## src/rtl/spq_pkg.sv

```systemverilog
package spq_pkg;

    localparam int ENTRY_W = 5;
    localparam int PRI_W   = 8;
    localparam int TAG_W   = 16;
    localparam int OP_W    = 2;
    localparam int STS_W   = 2;

    typedef enum logic [OP_W-1:0] {
        OP_INSERT = 2'd0,
        OP_POP    = 2'd1,
        OP_REMOVE = 2'd2,
        OP_NOP    = 2'd3
    } t_op;

    typedef enum logic [STS_W-1:0] {
        ST_OK       = 2'd0,
        ST_EMPTY    = 2'd1,
        ST_NOTFOUND = 2'd2,
        ST_FULL     = 2'd3
    } t_status;

    typedef enum logic [2:0] {
        S_IDLE,
        S_PREP,
        S_RD,
        S_EV,
        S_DONE
    } t_state;

    // controller -> datapath
    typedef struct packed {
        logic start;   // capture the input beat
        logic read;    // issue a slot read
        logic eval;    // act on the slot just read
        logic finish;  // load the result register
    } t_dp_cmd;

    // datapath -> controller
    typedef struct packed {
        logic quick;   // no scan needed
        logic last;    // scan ends with this eval
    } t_dp_sts;

endpackage

```

## src/rtl/sorted_priority_queue.sv

```systemverilog
// Channel  | Direction | Handshake                  | Beat contents
// ---------+-----------+----------------------------+------------------------------------------
// in       | input     | i_in_valid / o_in_ready    | i_op, i_key_priority, i_payload_tag
// out      | output    | o_out_valid / i_out_ready  | o_status, o_out_priority, o_out_tag,
//          |           |                            | o_entry_count, o_is_empty
//
// Sequencing: one operation at a time. No-op, full insert and empty pop/remove go from
//   acceptance through S_PREP straight to the result register. Insert visits k+1 slots, k being the
//   entries of lower priority it passes; pop and remove visit all N held entries.
//   Each visited slot is read (S_RD) and then evaluated (S_EV) on the single slot memory.
// Reset: synchronous, active low; clears the held count, state and result valid.
// Stalls: a finished result sits in the output register while the next beat is taken.
module sorted_priority_queue
    import spq_pkg::*;
#(
    parameter int DEPTH = 16
)
(
    input  logic               i_clk,
    input  logic               i_rst_n,
    input  logic               i_in_valid,
    output logic               o_in_ready,
    input  logic [OP_W-1:0]    i_op,
    input  logic [PRI_W-1:0]   i_key_priority,
    input  logic [TAG_W-1:0]   i_payload_tag,
    output logic               o_out_valid,
    input  logic               i_out_ready,
    output logic [STS_W-1:0]   o_status,
    output logic [PRI_W-1:0]   o_out_priority,
    output logic [TAG_W-1:0]   o_out_tag,
    output logic [ENTRY_W-1:0] o_entry_count,
    output logic               o_is_empty
);

    t_dp_cmd cmd;
    t_dp_sts sts;

    // sequencer: accept, prepare, read/evaluate loop, deliver
    spq_ctrl u_ctrl (
        .i_clk       (i_clk),
        .i_rst_n     (i_rst_n),
        .i_in_valid  (i_in_valid),
        .o_in_ready  (o_in_ready),
        .o_out_valid (o_out_valid),
        .i_out_ready (i_out_ready),
        .i_sts       (sts),
        .o_cmd       (cmd)
    );

    // slot memory, scan index, count and result register
    spq_datapath #(
        .DEPTH (DEPTH)
    ) u_dp (
        .i_clk          (i_clk),
        .i_rst_n        (i_rst_n),
        .i_cmd          (cmd),
        .o_sts          (sts),
        .i_op           (i_op),
        .i_key_priority (i_key_priority),
        .i_payload_tag  (i_payload_tag),
        .o_status       (o_status),
        .o_out_priority (o_out_priority),
        .o_out_tag      (o_out_tag),
        .o_entry_count  (o_entry_count),
        .o_is_empty     (o_is_empty)
    );

endmodule

```

## src/rtl/spq_ctrl.sv

```systemverilog
module spq_ctrl
    import spq_pkg::*;
(
    input  logic    i_clk,
    input  logic    i_rst_n,
    input  logic    i_in_valid,
    output logic    o_in_ready,
    output logic    o_out_valid,
    input  logic    i_out_ready,
    input  t_dp_sts i_sts,
    output t_dp_cmd o_cmd
);

    t_state r_state, n_state;
    logic   r_out_valid, n_out_valid;

    always_ff @(posedge i_clk) begin
        if (!i_rst_n) begin
            r_state     <= S_IDLE;
            r_out_valid <= 1'b0;
        end else begin
            r_state     <= n_state;
            r_out_valid <= n_out_valid;
        end
    end

    always_comb begin
        n_state     = r_state;
        o_cmd       = '0;
        o_in_ready  = 1'b0;
        n_out_valid = r_out_valid && !i_out_ready;
        case (r_state)
            S_IDLE: begin
                o_in_ready = 1'b1;
                if (i_in_valid) begin
                    o_cmd.start = 1'b1;
                    n_state     = S_PREP;
                end
            end
            S_PREP: begin
                n_state = i_sts.quick ? S_DONE : S_RD;
            end
            S_RD: begin
                o_cmd.read = 1'b1;
                n_state    = S_EV;
            end
            S_EV: begin
                o_cmd.eval = 1'b1;
                n_state    = i_sts.last ? S_DONE : S_RD;
            end
            S_DONE: begin
                // result register free, or drained this cycle
                if (!r_out_valid || i_out_ready) begin
                    o_cmd.finish = 1'b1;
                    n_out_valid  = 1'b1;
                    n_state      = S_IDLE;
                end
            end
            default: begin
                n_state = S_IDLE;
            end
        endcase
    end

    assign o_out_valid = r_out_valid;

endmodule

```

## src/rtl/spq_datapath.sv

```systemverilog
module spq_datapath
    import spq_pkg::*;
#(
    parameter int DEPTH = 16
)
(
    input  logic               i_clk,
    input  logic               i_rst_n,
    input  t_dp_cmd            i_cmd,
    output t_dp_sts            o_sts,
    input  logic [OP_W-1:0]    i_op,
    input  logic [PRI_W-1:0]   i_key_priority,
    input  logic [TAG_W-1:0]   i_payload_tag,
    output logic [STS_W-1:0]   o_status,
    output logic [PRI_W-1:0]   o_out_priority,
    output logic [TAG_W-1:0]   o_out_tag,
    output logic [ENTRY_W-1:0] o_entry_count,
    output logic               o_is_empty
);

    localparam int ADDR_W = (DEPTH > 1) ? $clog2(DEPTH) : 1;
    localparam int CNT_W  = $clog2(DEPTH + 1);

    // slot store, sorted highest first
    logic [PRI_W-1:0]   r_mem_pri [DEPTH];
    logic [TAG_W-1:0]   r_mem_tag [DEPTH];

    logic [CNT_W-1:0]   r_count, n_count;
    logic [CNT_W-1:0]   r_idx, n_idx;
    logic               r_found, n_found;
    t_op                r_op;
    logic [PRI_W-1:0]   r_key;
    logic [TAG_W-1:0]   r_tag;
    t_status            r_status, n_status;
    logic [PRI_W-1:0]   r_opri, n_opri;
    logic [TAG_W-1:0]   r_otag, n_otag;
    logic [PRI_W-1:0]   r_rd_pri;
    logic [TAG_W-1:0]   r_rd_tag;

    logic [STS_W-1:0]   r_o_status;
    logic [PRI_W-1:0]   r_o_pri;
    logic [TAG_W-1:0]   r_o_tag;
    logic [ENTRY_W-1:0] r_o_cnt;
    logic               r_o_empty;

    logic [CNT_W-1:0]   idx_m1;
    logic [ADDR_W-1:0]  rd_addr;
    logic               we;
    logic [ADDR_W-1:0]  wr_addr;
    logic [PRI_W-1:0]   wr_pri;
    logic [TAG_W-1:0]   wr_tag;
    logic               shift;
    logic               match;
    logic               rm_last;
    t_op                in_op;

    assign in_op  = t_op'(i_op);
    assign idx_m1 = r_idx - 1'b1;

    // insert walks from the rear, pop/remove from the front
    assign rd_addr = (r_op == OP_INSERT) ? idx_m1[ADDR_W-1:0] : r_idx[ADDR_W-1:0];
    assign shift   = (r_idx != '0) && (r_rd_pri < r_key);
    assign match   = (r_op == OP_POP) ? (r_idx == '0) : (r_rd_pri == r_key);
    assign rm_last = (r_idx + 1'b1) == r_count;

    always_comb begin
        o_sts.quick = (r_op == OP_NOP) || (r_status != ST_OK);
        o_sts.last  = (r_op == OP_INSERT) ? !shift : rm_last;
    end

    always_comb begin
        n_count  = r_count;
        n_idx    = r_idx;
        n_found  = r_found;
        n_status = r_status;
        n_opri   = r_opri;
        n_otag   = r_otag;
        we       = 1'b0;
        wr_addr  = r_idx[ADDR_W-1:0];
        wr_pri   = r_key;
        wr_tag   = r_tag;
        if (i_cmd.start) begin
            n_idx   = (in_op == OP_INSERT) ? r_count : '0;
            n_found = 1'b0;
            n_opri  = '0;
            n_otag  = '0;
            case (in_op)
                OP_INSERT: n_status = (r_count == CNT_W'(DEPTH)) ? ST_FULL : ST_OK;
                OP_POP,
                OP_REMOVE: n_status = (r_count == '0) ? ST_EMPTY : ST_OK;
                default:   n_status = ST_OK;
            endcase
        end else if (i_cmd.eval) begin
            if (r_op == OP_INSERT) begin
                we = 1'b1;
                if (shift) begin
                    wr_pri = r_rd_pri;
                    wr_tag = r_rd_tag;
                    n_idx  = idx_m1;
                end else begin
                    n_count = r_count + 1'b1;
                end
            end else begin
                // close the gap behind the taken entry
                we      = r_found;
                wr_addr = idx_m1[ADDR_W-1:0];
                wr_pri  = r_rd_pri;
                wr_tag  = r_rd_tag;
                n_idx   = r_idx + 1'b1;
                if (!r_found && match) begin
                    n_found = 1'b1;
                    n_opri  = r_rd_pri;
                    n_otag  = r_rd_tag;
                end
                if (rm_last) begin
                    if (r_found || match) begin
                        n_count = r_count - 1'b1;
                    end else begin
                        n_status = ST_NOTFOUND;
                    end
                end
            end
        end
    end

    always_ff @(posedge i_clk) begin
        if (we) begin
            r_mem_pri[wr_addr] <= wr_pri;
            r_mem_tag[wr_addr] <= wr_tag;
        end
        if (i_cmd.read) begin
            r_rd_pri <= r_mem_pri[rd_addr];
            r_rd_tag <= r_mem_tag[rd_addr];
        end
    end

    always_ff @(posedge i_clk) begin
        if (!i_rst_n) begin
            r_count <= '0;
        end else begin
            r_count <= n_count;
        end
    end

    always_ff @(posedge i_clk) begin
        if (i_cmd.start) begin
            r_op  <= in_op;
            r_key <= i_key_priority;
            r_tag <= i_payload_tag;
        end
        r_idx    <= n_idx;
        r_found  <= n_found;
        r_status <= n_status;
        r_opri   <= n_opri;
        r_otag   <= n_otag;
        if (i_cmd.finish) begin
            r_o_status <= r_status;
            r_o_pri    <= r_opri;
            r_o_tag    <= r_otag;
            r_o_cnt    <= ENTRY_W'(r_count);
            r_o_empty  <= (r_count == '0);
        end
    end

    assign o_status       = r_o_status;
    assign o_out_priority = r_o_pri;
    assign o_out_tag      = r_o_tag;
    assign o_entry_count  = r_o_cnt;
    assign o_is_empty     = r_o_empty;

endmodule

```

## config.mk

```make
export PLATFORM = sky130hd
export DESIGN_NAME = sorted_priority_queue
export DESIGN_NICKNAME = d
export VERILOG_FILES = /design/src/rtl/spq_pkg.sv /design/src/rtl/sorted_priority_queue.sv /design/src/rtl/spq_ctrl.sv /design/src/rtl/spq_datapath.sv
export SDC_FILE = /design/constraint.sdc
export NUM_CORES = 1
export LEC_CHECK = 0
export BUFFER_PORTS_ARGS = -buffer_cell sky130_fd_sc_hd__buf_2
export CAP_MARGIN = 20
export CORE_MARGIN = 2
export CORE_UTILIZATION = 30
export DETAILED_ROUTE_END_ITERATION = 10
export SYNTH_ARGS = -nofsm -noshare
export SYNTH_HDL_FRONTEND = slang
export SYNTH_SLANG_ARGS = --single-unit
```

## constraint.sdc

```tcl
create_clock -name i_clk -period 7.55 [get_ports i_clk]
set_clock_uncertainty 0.05 [all_clocks]
set_input_delay 1.51 -clock i_clk [delete_from_list [all_inputs] [get_ports i_clk]]
set_output_delay 1.51 -clock i_clk [all_outputs]
set_load 0.05 [all_outputs]
```

# --- Word-level counts from Yosys, hierarchy flattened ---
# Memories as Yosys holds them, arrays and structs flattened. A register that Yosys moved wholly into a read port is not among the register bits.
# Cells that the tools add are included.
classes:
  n_mux: 50
  n_reduce_logical: 27
  n_shift: 0
  order_cmp: 1
  n_div: 0
  bitwise: 2
  n_mul: 0
  n_eq_ne: 17
  add_sub_neg: 4
op_table:
  columns: ["op", "count"]
  rows:
  - ["16-bit two-way mux", 4]
  - ["5-bit two-way mux", 9]
  - ["8-bit two-way mux", 4]
  - ["1-bit two-way mux", 17]
  - ["4-bit two-way mux", 4]
  - ["3-bit one-hot mux with 5 select lines", 1]
  - ["2-bit two-way mux", 6]
  - ["3-bit two-way mux", 4]
  - ["5-bit by 1-bit adder with 5-bit output, second input constant", 2]
  - ["5-bit logical NOT", 2]
  - ["2-bit nonzero test", 5]
  - ["5-bit by 1-bit subtractor with 5-bit output, second input constant", 2]
  - ["8-bit equality test", 1]
  - ["8-bit less-than comparator", 1]
  - ["2-bit != test, second input constant", 4]
  - ["3-bit by 2-bit equality test with 1-bit output, second input constant", 2]
  - ["5-bit equality test", 1]
  - ["5-bit equality test, second input constant", 1]
  - ["5-bit AND reduction", 1]
  - ["5-bit nonzero test", 1]
  - ["2-bit by 1-bit equality test with 1-bit output, second input constant", 2]
  - ["2-bit equality test, second input constant", 2]
  - ["1-bit logical NOT", 4]
  - ["2-bit logical NOT", 2]
  - ["other kinds (13)", 19]
totals:
  in_bits: 30
  latch_bits: 0
  romBits: 0
  ff_bits: 99
  memories: 2
  wordCells: 119
  ram_bits: 384
mem_list:
  columns: ["memory", "depth", "word_bits", "rd", "rd_clocked_by_memory_dff", "wr", "line", "source"]
  rows:
  - ["u_dp.r_mem_tag", 16, 16, 1, 1, 1, "spq_datapath.sv:26", "logic [TAG_W-1:0] r_mem_tag [DEPTH];"]
  - ["u_dp.r_mem_pri", 16, 8, 1, 1, 1, "spq_datapath.sv:25", "logic [PRI_W-1:0] r_mem_pri [DEPTH];"]

# --- Longest topological paths before layout ---
# Gate-level depths: netlist of run 1.
depth:
  ltp_word: 8
  depth_mapped: 10

# --- Hierarchy ---
# A second synthesis of run 1 with hierarchy kept.
hier_totals:
  cells_unflattened: 1122
  area_unflattened_um2: 19937.9
by_module_without_submodules:
  columns: ["module", "seq_area_each_um2", "cells_each", "area_per_inst_um2", "n_inst"]
  rows:
  - ["spq_datapath", 14804.2, 1100, 19710.2, 1]
  - ["spq_ctrl", 80.1, 22, 227.7, 1]

# --- Worst setup path after synthesis of run 1 ---
# Ideal clock, no wire load.
synth_timing:
  path_type: "input to register"
  start: "input port i_out_ready"
  end: "register u_dp.r_o_cnt[0] (netlist: u_dp.o_entry_count[0]) (enable)"
  n_path_buf: 0
  setup_slack_ns: 3.256
  path_stages: 2
  setup_time_ns: 0.461
  required_ns: 7.039
  arrival_ns: 3.783
  cell_sequence: "nor2_1 nor3_1"
synth_rtl:
  columns: ["item", "line", "source"]
  rows:
  - ["start: declaration", "sorted_priority_queue.sv:27", "input logic i_out_ready,"]
  - ["end signal: assignment", "spq_datapath.sv:160", "r_o_cnt <= ENTRY_W'(r_count);"]
  - ["end: declaration", "spq_datapath.sv:43", "logic [ENTRY_W-1:0] r_o_cnt;"]

# --- Worst setup path in the final report of run 1 ---
layout_timing:
  start: "register u_dp.r_op[1]"
  end: "register u_dp.r_rd_pri[4], read port of u_dp.r_mem_pri (data pin)"
layout_via:
  elab_chain_cells: 2
layout_lines:
  columns: ["item", "line", "source"]
  rows:
  - ["start: declaration", "spq_datapath.sv:31", "t_op r_op;"]
  - ["start signal: assignment", "spq_datapath.sv:147", "r_op <= in_op;"]
  - ["2-bit logical NOT", "spq_datapath.sv:61", "assign rd_addr = (r_op == OP_INSERT) ? idx_m1[ADDR_W-1:0] : r_idx[ADDR_W-1:0];"]
  - ["4-bit two-way mux", "spq_datapath.sv:61", null]
  - ["end: declaration", "spq_datapath.sv:37", "logic [PRI_W-1:0] r_rd_pri;"]
# No other way between the ends.
# A chain may end at the register's enable or synchronous reset.

==> results.cfg, run 1 <==
[worst_setup_path]
path_class = reg2reg
critPathRequiredTime_ns = 7.80
rr_worst_depth = 9
r2r_start = u_dp.r_op[1]
worstSetupStartpointType = register
reg2reg_setup_slack_ns = 3.57
arrival_ns = 4.23
worst_setup_path_end_kind = register
cp_max_fo = 49
reg2reg_to = u_dp.r_rd_pri[4]

[synthesis]
synth_area_leaders = edfxtp_1 72%, mux4_2 11%, dfxtp_1 3.4%
synth_common_cells = 473 x edfxtp_1, 96 x mux4_2, 65 x inv_1, 65 x nand2_1, 39 x a21oi_1
synth-edff-count = 473
yosysMostFrequentCell = edfxtp_1
syn-num-nets = 1102
ys_ff_latch = 507
yosysWarnings = 0
synth_area_per_cell_um2 = 18.81
synth_top_area_frac = 0.7176
synth_seq_area_share = 0.7520
yosysUniqueCellTypes = 60
synth_cells = 1052
syn-cell-area_um2 = 19790
ys.flop_type = edfxtp_1
async_reset_ff_frac = 0
synth_area_leader_cell = edfxtp_1

[worst_hold_path]
min-delay-start = u_dp.r_opri[3]
hold-path-cell-count = 0
min_path_type = reg2reg
whs_endpoint = u_dp.o_out_priority[3]

[drt]
vias = 9924
routedWlPerCell_um = 21.64
dr.first_iter.drc_count = 879
routed_wl_mm = 44.50
drc_errors = 0
post_drt_via_cell_ratio = 4.827
drtPass1Iterations = 5
postRouteAntennaNets = 0

[floorplanning]
die_h_um = 260.9
core_um2 = 65510
num_io_pins = 64
dieArea_um2 = 68050
die_w_um = 260.9
rows = 94
start_util = 0.3021

[timing]
period_needed_ns = 3.981
hold_viol = 0
clock.fmax_ghz = 0.2512
period_share = 0.5273
fin_setup_tns_ns = 0
setup_viol = 0
max_slew.worst_pin.slew_ns = 1.071
slew_viol_final = 0
rsz0062_at_grt = false
setup_ws_ns = 3.569
maxSlewHeadroom = 0.2853
hold_slack_ns = 0.3791

[placed_design]
routabilityCongestion = 0.7617
dp_hpwl_mm = 23.30
placed_area_um2 = 21240
portBuffers = 63
post-place-ws_ns = 3.586

[clock_tree]
post_cts_buffers = 0
numCtsBuffers = 51
root_buffer = clkbuf_16
cts-hold-fix-buffers = 0
htree_levels = 2
cts_buffer_depth = 3
cts.reportedPaths.clkPinSlew_ns = 0.07
clk_latency_ns = 0.60
cts_tree = built
clock-sinks = 507
cts_resized = 0

[finish]
diodes = 0
seq_area_um2 = 14880
final_area_um2 = 22960
nets = 1201
drive_gt1_frac = 0.2710
fillers = 6093
syn2layout_area_growth_pct = 16.01
fin_util = 0.3505
multiInputGateArea_um2 = 4459

[global_routing]
gr-total-overflow = 0
grt_max_degree = 97
grt_pass1_vias = 10230
grt_pass1_wl_mm = 66.65
grt_usage = 0.1334
antenna_found_initial = 0

[flow_run]
drv_cap = 0

[pwr]
ir_drop_mv = 0.1641
p_leak_nw = 7.473
p_per_area_nw_per_um2 = 273.3

[run_status]
status = finished, final reports clean
## worst max-delay path, cell delays in order, from the launching register on
cell	delay [ns]
edfxtp_1	0.40
or2_1	0.43
inv_4	0.25
and3_2	0.28
xnor2_4	0.11
buf_4	0.60
buf_4	0.72
mux4_2	0.42
a22oi_1	0.22
o221ai_1	0.14
## metal layers
layer / vias to the layer above / wire length [um] / global-route usage
li1: 4396 / - / -
met1: 5170 / 18880 / 0.1760
met2: 301 / 22100 / 0.2247
met3: 57 / 2689 / 0.02749
met4: 0 / 839 / 0.03397
met5: - / 0 / 0
## layout by cell type, fill, tap and decap left out, types with 3 or more instances in the layout
cell type / count
clkbuf_1: 6
nor3_1: 7
nand3b_1: 3
o31ai_1: 4
o21ai_0: 21
nor2_2: 16
mux4_2: 96
a21o_1: 3
nor2_1: 14
a22oi_1: 24
xnor2_1: 11
o221ai_1: 24
clkbuf_16: 51
clkinv_2: 8
nor2b_1: 3
bufinv_16: 7
dfxtp_1: 34
inv_6: 4
a21oi_1: 39
clkinv_4: 5
nand2b_1: 3
nand3_1: 11
clkinv_1: 9
inv_1: 65
nand2_1: 63
buf_2: 63
ha_1: 19
xor2_1: 3
edfxtp_1: 473
buf_4: 30
mux2_2: 17
## sequential cells by signal, summed over array words and instances (netlist names)
name                 cells
u_dp.r_found             1
u_dp.o_out_priority      8
u_dp.r_otag             16
u_dp.r_count             5
u_dp.r_opri              8
u_dp.o_out_tag          16
u_dp.r_tag              16
u_dp.r_rd_tag           16
u_ctrl.r_state           3
u_dp.r_mem_pri         128
u_dp.r_rd_pri            8
u_dp.o_is_empty          1
u_dp.o_entry_count       5
u_dp.r_op                2
u_ctrl.o_out_valid       1
u_dp.r_status            2
u_dp.r_idx               5
u_dp.o_status            2
u_dp.r_key               8
u_dp.r_mem_tag         256
## final cells by class
type                    count  area share
clock inverters            37     0.01847
inverters                  67     0.01106
clock buffers              57     0.05656
repair buffers             94     0.02441
multi-input cells         430      0.1942
flip-flops and latches    507      0.6482
well taps                 864     0.04708
## kinds of logic (layout without fill, tap and decap cells)
kind of cell	count (synthesis)	after routing	share of synthesized area
simple gates	145	145	0.03363
compound gates	136	136	0.04691
flops	507	507	0.7520
xor+xnor	16	16	0.008408
fa+ha+maj	20	20	0.01302
buf+inv	115	255	0.02712
mux	113	113	0.1189
## report_power, final
part,leakage [nW],internal (mW),switching [mW]
clock network,0.837,1.49,1.08
registers,4.55,3.12,0.0187
logic,2.08,0.243,0.321
## worst max-delay path by stage
stage,startpoint,to,slack [ns],cells after the start
2_1_floorplan,i_out_ready,u_dp.o_entry_count[0],3.26,2
3_3_place_gp,u_dp.r_op[1],u_dp.r_rd_tag[15],3.63,9
3_5_place_dp,u_dp.r_op[1],u_dp.r_rd_pri[7],3.59,9
4_1_cts,u_dp.r_op[1],u_dp.r_rd_pri[4],3.57,9
5_1_grt,u_dp.r_op[1],u_dp.r_rd_tag[15],3.34,9
6_report,u_dp.r_op[1],u_dp.r_rd_pri[4],3.57,9
## metrics by stage
stage	instances	power, mW
2_1_floorplan	1052	3.634
3_3_place_gp	1962	3.760
3_5_place_dp	1962	3.768
4_1_cts	2056	6.347
5_1_grt	2056	6.502
6_report	2056	6.277
No activity file was read; power rests on OpenSTA's default activity.
==> inputs of run 2 (changes only) <==
ABC_AREA = 1   (was not set)
clock period = 3.87 ns   (was 7.55 ns; I/O delays follow)
==> run 2 against run 1 <==
Utilization up 0.25 points. Hold slack lost 0.080 ns. Maximum frequency is 20% higher. Combinational power grew to 2.8 times the previous value. Register-to-register slack lost 3.0 ns. Clock power up 97%.
==> results.cfg, run 2 <==
[synthesis]
syn-cell-area_um2 = 20650
async_reset_ff_frac = 0
synth-simple-area-share = 0.1729
synth_cells = 1743
synth_top_area_frac = 0.6877
ys_ff_latch = 507
synthXorXnorAreaFrac = 0.002120
synth_area_per_cell_um2 = 11.85
yosysWarnings = 0
synth_top_family_by_area = simple AND/OR/NAND/NOR gates
synth.area.mux_share = 0
synthAdderAreaFrac = 0.01248
synth-compound-area-share = 0.06058
synth_area_leader_cell = edfxtp_1
yosysMostFrequentCell = nand2_1
synth-edff-count = 473
yosysUniqueCellTypes = 35
synth_seq_area_share = 0.7207
synth_common_cells = 603 x nand2_1, 473 x edfxtp_1, 161 x nand3_1, 95 x o211ai_1, 94 x nor2_1
ys.flop_type = edfxtp_1
syn-num-nets = 1793
synth_area_leaders = edfxtp_1 69%, nand2_1 11%, nand3_1 3.9%

[finish]
final_area_um2 = 24120
final_cell_mix = 603 x nand2_1, 473 x edfxtp_1, 161 x nand3_1, 95 x o211ai_1, 78 x nor2_1
drive_gt1_frac = 0.1267
nets = 1870
diodes = 0
fin_util = 0.3530
largest_reg_flops = 256
multiInputGateArea_um2 = 5289
seq_area_um2 = 14880
regMostFlops = u_dp.r_mem_tag
fillers = 6521
syn2layout_area_growth_pct = 16.81
final_common_cell = nand2_1
reg.largest.list = u_dp.r_mem_tag x256, u_dp.r_mem_pri x128

[timing]
period_share = 0.8567
setup_viol = 0
setup_ws_ns = 0.5544
slew_viol_final = 0
hold_viol = 0
max_slew.worst_pin.slew_ns = 0.9816
clock.fmax_ghz = 0.3016
rsz0062_at_grt = false
maxSlewHeadroom = 0.3431
fin_setup_tns_ns = 0
period_needed_ns = 3.316

[drt]
dr.first_iter.drc_count = 1112
postRouteAntennaNets = 0
vias = 13080
drtPass1Iterations = 5
routedWlPerCell_um = 17.83
routed_wl_mm = 48.94
post_drt_via_cell_ratio = 4.767
drc_errors = 0

[pwr]
netSwitchingFraction = 0.2509
internal-power_mw = 9.573
seq_power_share = 0.480
p_clk_frac = 0.397
p_per_area_nw_per_um2 = 529.7
p_switching_mw = 3.206
ir_drop_mv = 0.3159
total_power_mw = 12.78
power_frac_comb = 0.122
p_leak_nw = 8.692

[global_routing]
grt_usage = 0.1378
gr-total-overflow = 0
grt_pass1_wl_mm = 75.07
use_met1 = 0.1909
gr-usage-met3 = 0.01799
met2_usage = 0.2251
grt_pass1_vias = 12540
grt_busiest_layer = met2
antenna_found_initial = 0
grt_max_degree = 75

[placed_design]
portBuffers = 63
dp_hpwl_mm = 29.49
routabilityCongestion = 0.8055
post-place-ws_ns = 0.5502
placed_area_um2 = 22350

[run_status]
status = finished, final reports clean

[clock_tree]
cts_tree = built
post_cts_buffers = 0
htree_levels = 2
numCtsBuffers = 50
clock-sinks = 507
cts-hold-fix-buffers = 0
cts_resized = 0
cts_buffer_depth = 3
cts.reportedPaths.clkPinSlew_ns = 0.06
clk_latency_ns = 0.61
root_buffer = clkbuf_16

[worst_setup_path]
path_class = reg2reg
rr_worst_depth = 10
slowest_delay_ns = 0.45
worstSetupStartpointType = register
reg2reg_setup_slack_ns = 0.55
cp.depth = 10
r2r_start = u_dp.r_op[1]
worst_setup_path_end_kind = register
critPathRequiredTime_ns = 4.06
worst-path-buf-inv = 3
reg2reg_to = u_dp.r_mem_tag[12][13]
crit_end = u_dp.r_mem_tag[12][13]
arrival_ns = 3.51
cp_slowest_cell = edfxtp_1
path_cells = nor2_4 -> inv_1 -> ha_1 -> nand2_1 -> o21ai_0 -> inv_1 -> nor2_1 -> nand2_1 -> nor2_4 -> buf_4
cpLargestDelayFamily = simple AND/OR/NAND/NOR gates
cp_max_fo = 24
crit_path_start = u_dp.r_op[1]

[floorplanning]
rows = 96
die_h_um = 266.4
core_um2 = 68350
die_w_um = 266.4
start_util = 0.3022
dieArea_um2 = 70960
num_io_pins = 64

[worst_hold_path]
min_path_type = in2reg

[flow_run]
drv_cap = 0
-- run 2: changes by cell type after synthesis, moves of 24 or more --
cell,delta
mux4_2,-96
nor2_1,+62
a22oi_1,-24
nand2_1,+538
o221ai_1,-24
nand3_1,+150
o211ai_1,+93
-- run 2: per-stage QoR --
step,cells,hold WS [ns]
floorplan,1743,0.3530
global placement,2643,0.3609
detailed placement,2646,0.3687
CTS,2740,0.2700
global route,2744,0.2755
finish,2744,0.2994
-- run 2: power groups by stage --
stage / sequential, mW / combinational, mW / clock (mW)
2_1_floorplan: 6.27 / 1.07 / 0
3_3_place_gp: 6.26 / 1.52 / 0
3_5_place_dp: 6.26 / 1.55 / 0
4_1_cts: 6.14 / 1.56 / 5.17
5_1_grt: 6.14 / 1.74 / 5.38
6_report: 6.14 / 1.56 / 5.08
-- run 2: logic make-up after synthesis --
kind of cell	Yosys count
and+or+nand+nor	878
adders and majority gates	20
DFF	507
AOI/OAI and AO/OA	187
xor gates and xnor gates	5
buffers and inverters	146
-- run 2: metal layers --
metal  wire length [um]  vias up  share of wire
met1              22170     6295           0.45
met5                  0        -              0
li1                   -     6286              -
met3               2920       76          0.060
met4               1119        0          0.023
met2              22730      423           0.46
-- run 2: worst min-delay path by stage --
stage,startpoint,to,slack [ns],cells after the start
after floorplan,u_dp.r_opri[0],u_dp.o_out_priority[0],0.35,0
after global placement,u_dp.r_opri[7],u_dp.o_out_priority[7],0.36,0
after CTS,i_payload_tag[5],u_dp.r_tag[5],0.27,1
after global routing,i_payload_tag[5],u_dp.r_tag[5],0.28,1
final,i_payload_tag[5],u_dp.r_tag[5],0.30,1
after detailed placement,u_dp.r_otag[0],u_dp.o_out_tag[0],0.37,0
-- run 2: area by class of cell --
| type | instances | area share |
|---|---|---|
| sequential | 507 | 0.6170 |
| multi-input combinational | 1090 | 0.2192 |
| clock buffer | 62 | 0.05544 |
| tap | 882 | 0.04574 |
| timing repair buffer | 120 | 0.03796 |
| clock inverter | 32 | 0.01660 |
| inverter | 51 | 0.008039 |
==> inputs of run 3 (changes only) <==
CORE_MARGIN = not set   (was 2)
==> run 3 against run 2 <==
Non-clock buffer count is 5 lower. Clock power is 7.3% lower. Clock-buffer cell count is 3 higher. Highest routed layer is now met5. Critical endpoint is now u_dp.r_mem_tag[1][4].
==> results.cfg, run 3 (synthesis gave the netlist of run 2 again) <==
[run_status]
status = finished, final reports clean

[timing]
setup_viol = 0
slew_viol_final = 0
fin_setup_tns_ns = 0
max_slew.worst_pin.slew_ns = 1.148
hold_viol = 0
period_share = 0.8679
clock.fmax_ghz = 0.2977
rsz0062_at_grt = false
hold_slack_ns = 0.2957
maxSlewHeadroom = 0.2348
setup_ws_ns = 0.5112
period_needed_ns = 3.359

[worst_setup_path]
rr_worst_depth = 9
worst_setup_path_end_kind = register
worstSetupStartpointType = register
path_class = reg2reg
arrival_ns = 3.62
critPathRequiredTime_ns = 4.13
cp_max_fo = 14

[placed_design]
routabilityCongestion = 0.8511
portBuffers = 63
post-place-ws_ns = 0.5523
dp_hpwl_mm = 30.03
dp_cells = 2635

[worst_hold_path]
hold-path-cell-count = 1
min_path_type = in2reg

[clock_tree]
post_cts_buffers = 0
cts_tree = built
numCtsBuffers = 50
clk_latency_ns = 0.60
cts-hold-fix-buffers = 0
cts_buffer_depth = 3
cts_resized = 0
cts.reportedPaths.clkPinSlew_ns = 0.06
root_buffer = clkbuf_16
clock-sinks = 507
htree_levels = 2

[finish]
regMostFlops = u_dp.r_mem_tag
diodes = 0
multiInputGateArea_um2 = 5284
fillers = 6483
syn2layout_area_growth_pct = 15.89
drive_gt1_frac = 0.1251
final_common_cell = nand2_1
nets = 1865
fin_util = 0.3539
reg.largest.list = u_dp.r_mem_tag x256, u_dp.r_mem_pri x128
final_cell_mix = 603 x nand2_1, 473 x edfxtp_1, 161 x nand3_1, 95 x o211ai_1, 78 x nor2_1
seq_area_um2 = 14880
fin_cells = 2728
largest_reg_flops = 256

[floorplanning]
dieArea_um2 = 69890
core_um2 = 67630
die_w_um = 264.4
die_h_um = 264.4
start_util = 0.3054
rows = 95
num_io_pins = 64

[pwr]
netSwitchingFraction = 0.2564
p_per_area_nw_per_um2 = 518.1
ir_drop_mv = 0.3289
seq_power_share = 0.496
internal-power_mw = 9.222
power_frac_comb = 0.125
p_leak_nw = 8.628
p_clk_frac = 0.379
p_switching_mw = 3.180

[global_routing]
antenna_found_initial = 1
grt_usage = 0.1407
grt_pass1_wl_mm = 76.11
grt_max_degree = 109
grt_pass1_vias = 12900
gr-total-overflow = 0

[drt]
post_drt_via_cell_ratio = 4.768
drtPass1Iterations = 5
vias = 13010
routedWlPerCell_um = 17.89
routed_wl_mm = 48.81
drc_errors = 0
postRouteAntennaNets = 0
dr.first_iter.drc_count = 1089

[flow_run]
drv_cap = 0
## run 3: cell types whose count changed in the layout (fill, tap and decap cells not counted), moves of 2 or more
cell and delta:
buf_4 -4, bufinv_16 -7, clkbuf_1 -2, clkbuf_16 +2, clkbuf_8 +2, clkinv_2 +2
clkinv_8 -2
## run 3: cell type report
class / count / share of cell area
Tap cell: 873 / 0.04564
Sequential cell: 507 / 0.6219
Multi-Input combinational cell: 1090 / 0.2208
Inverter: 51 / 0.008103
Clock buffer: 65 / 0.05939
Clock inverter: 27 / 0.007423
Timing Repair Buffer: 115 / 0.03680
## run 3: worst paths after layout
| kind | to | from | slack [ns] |
|---|---|---|---|
| setup / recovery | u_dp.r_mem_tag[1][4] | u_dp.r_op[1] | 0.51 |
| hold / removal | u_dp.r_tag[10] | i_payload_tag[10] | 0.30 |
| setup reg to reg | u_dp.r_mem_tag[1][4] | u_dp.r_op[1] | 0.51 |
| hold reg to reg | u_dp.o_out_tag[3] | u_dp.r_otag[3] | 0.38 |
## run 3: metrics by stage
| step | total power [mW] | instance area (um^2) |
|---|---|---|
| floorplan | 7.338 | 20650 |
| global placement | 7.780 | 22310 |
| detailed placement | 7.807 | 22330 |
| CTS | 12.52 | 23930 |
| global route | 12.90 | 23930 |
| finish | 12.40 | 23930 |
## run 3: power by group through the flow
stage | Clock, mW | Combinational, mW | Sequential (mW)
global route | 5.02 | 1.73 | 6.15
CTS | 4.82 | 1.56 | 6.14
finish | 4.71 | 1.55 | 6.14
global placement | 0 | 1.52 | 6.26
detailed placement | 0 | 1.55 | 6.26
floorplan | 0 | 1.07 | 6.27
## run 3: routing by layer
metal | routed length (um) | part of all wire | vias to the layer above | track usage
li1 | - | - | 6275 | -
met1 | 21720 | 0.45 | 6318 | 0.1862
met4 | 1062 | 0.022 | 2 | 0.04793
met3 | 2568 | 0.053 | 79 | 0.02164
met5 | 7 | 0.00014 | - | 0
met2 | 23450 | 0.48 | 334 | 0.2348
## run 3: worst max-delay path, cell delays in order (launching register included)
cell      delay [ns]
edfxtp_1        0.46
nor2_4          0.43
inv_1           0.34
ha_1            0.36
nand2_1         0.07
o21ai_0         0.16
nor2_1          0.20
nand2_1         0.27
nor2_4          0.50
buf_12          0.22
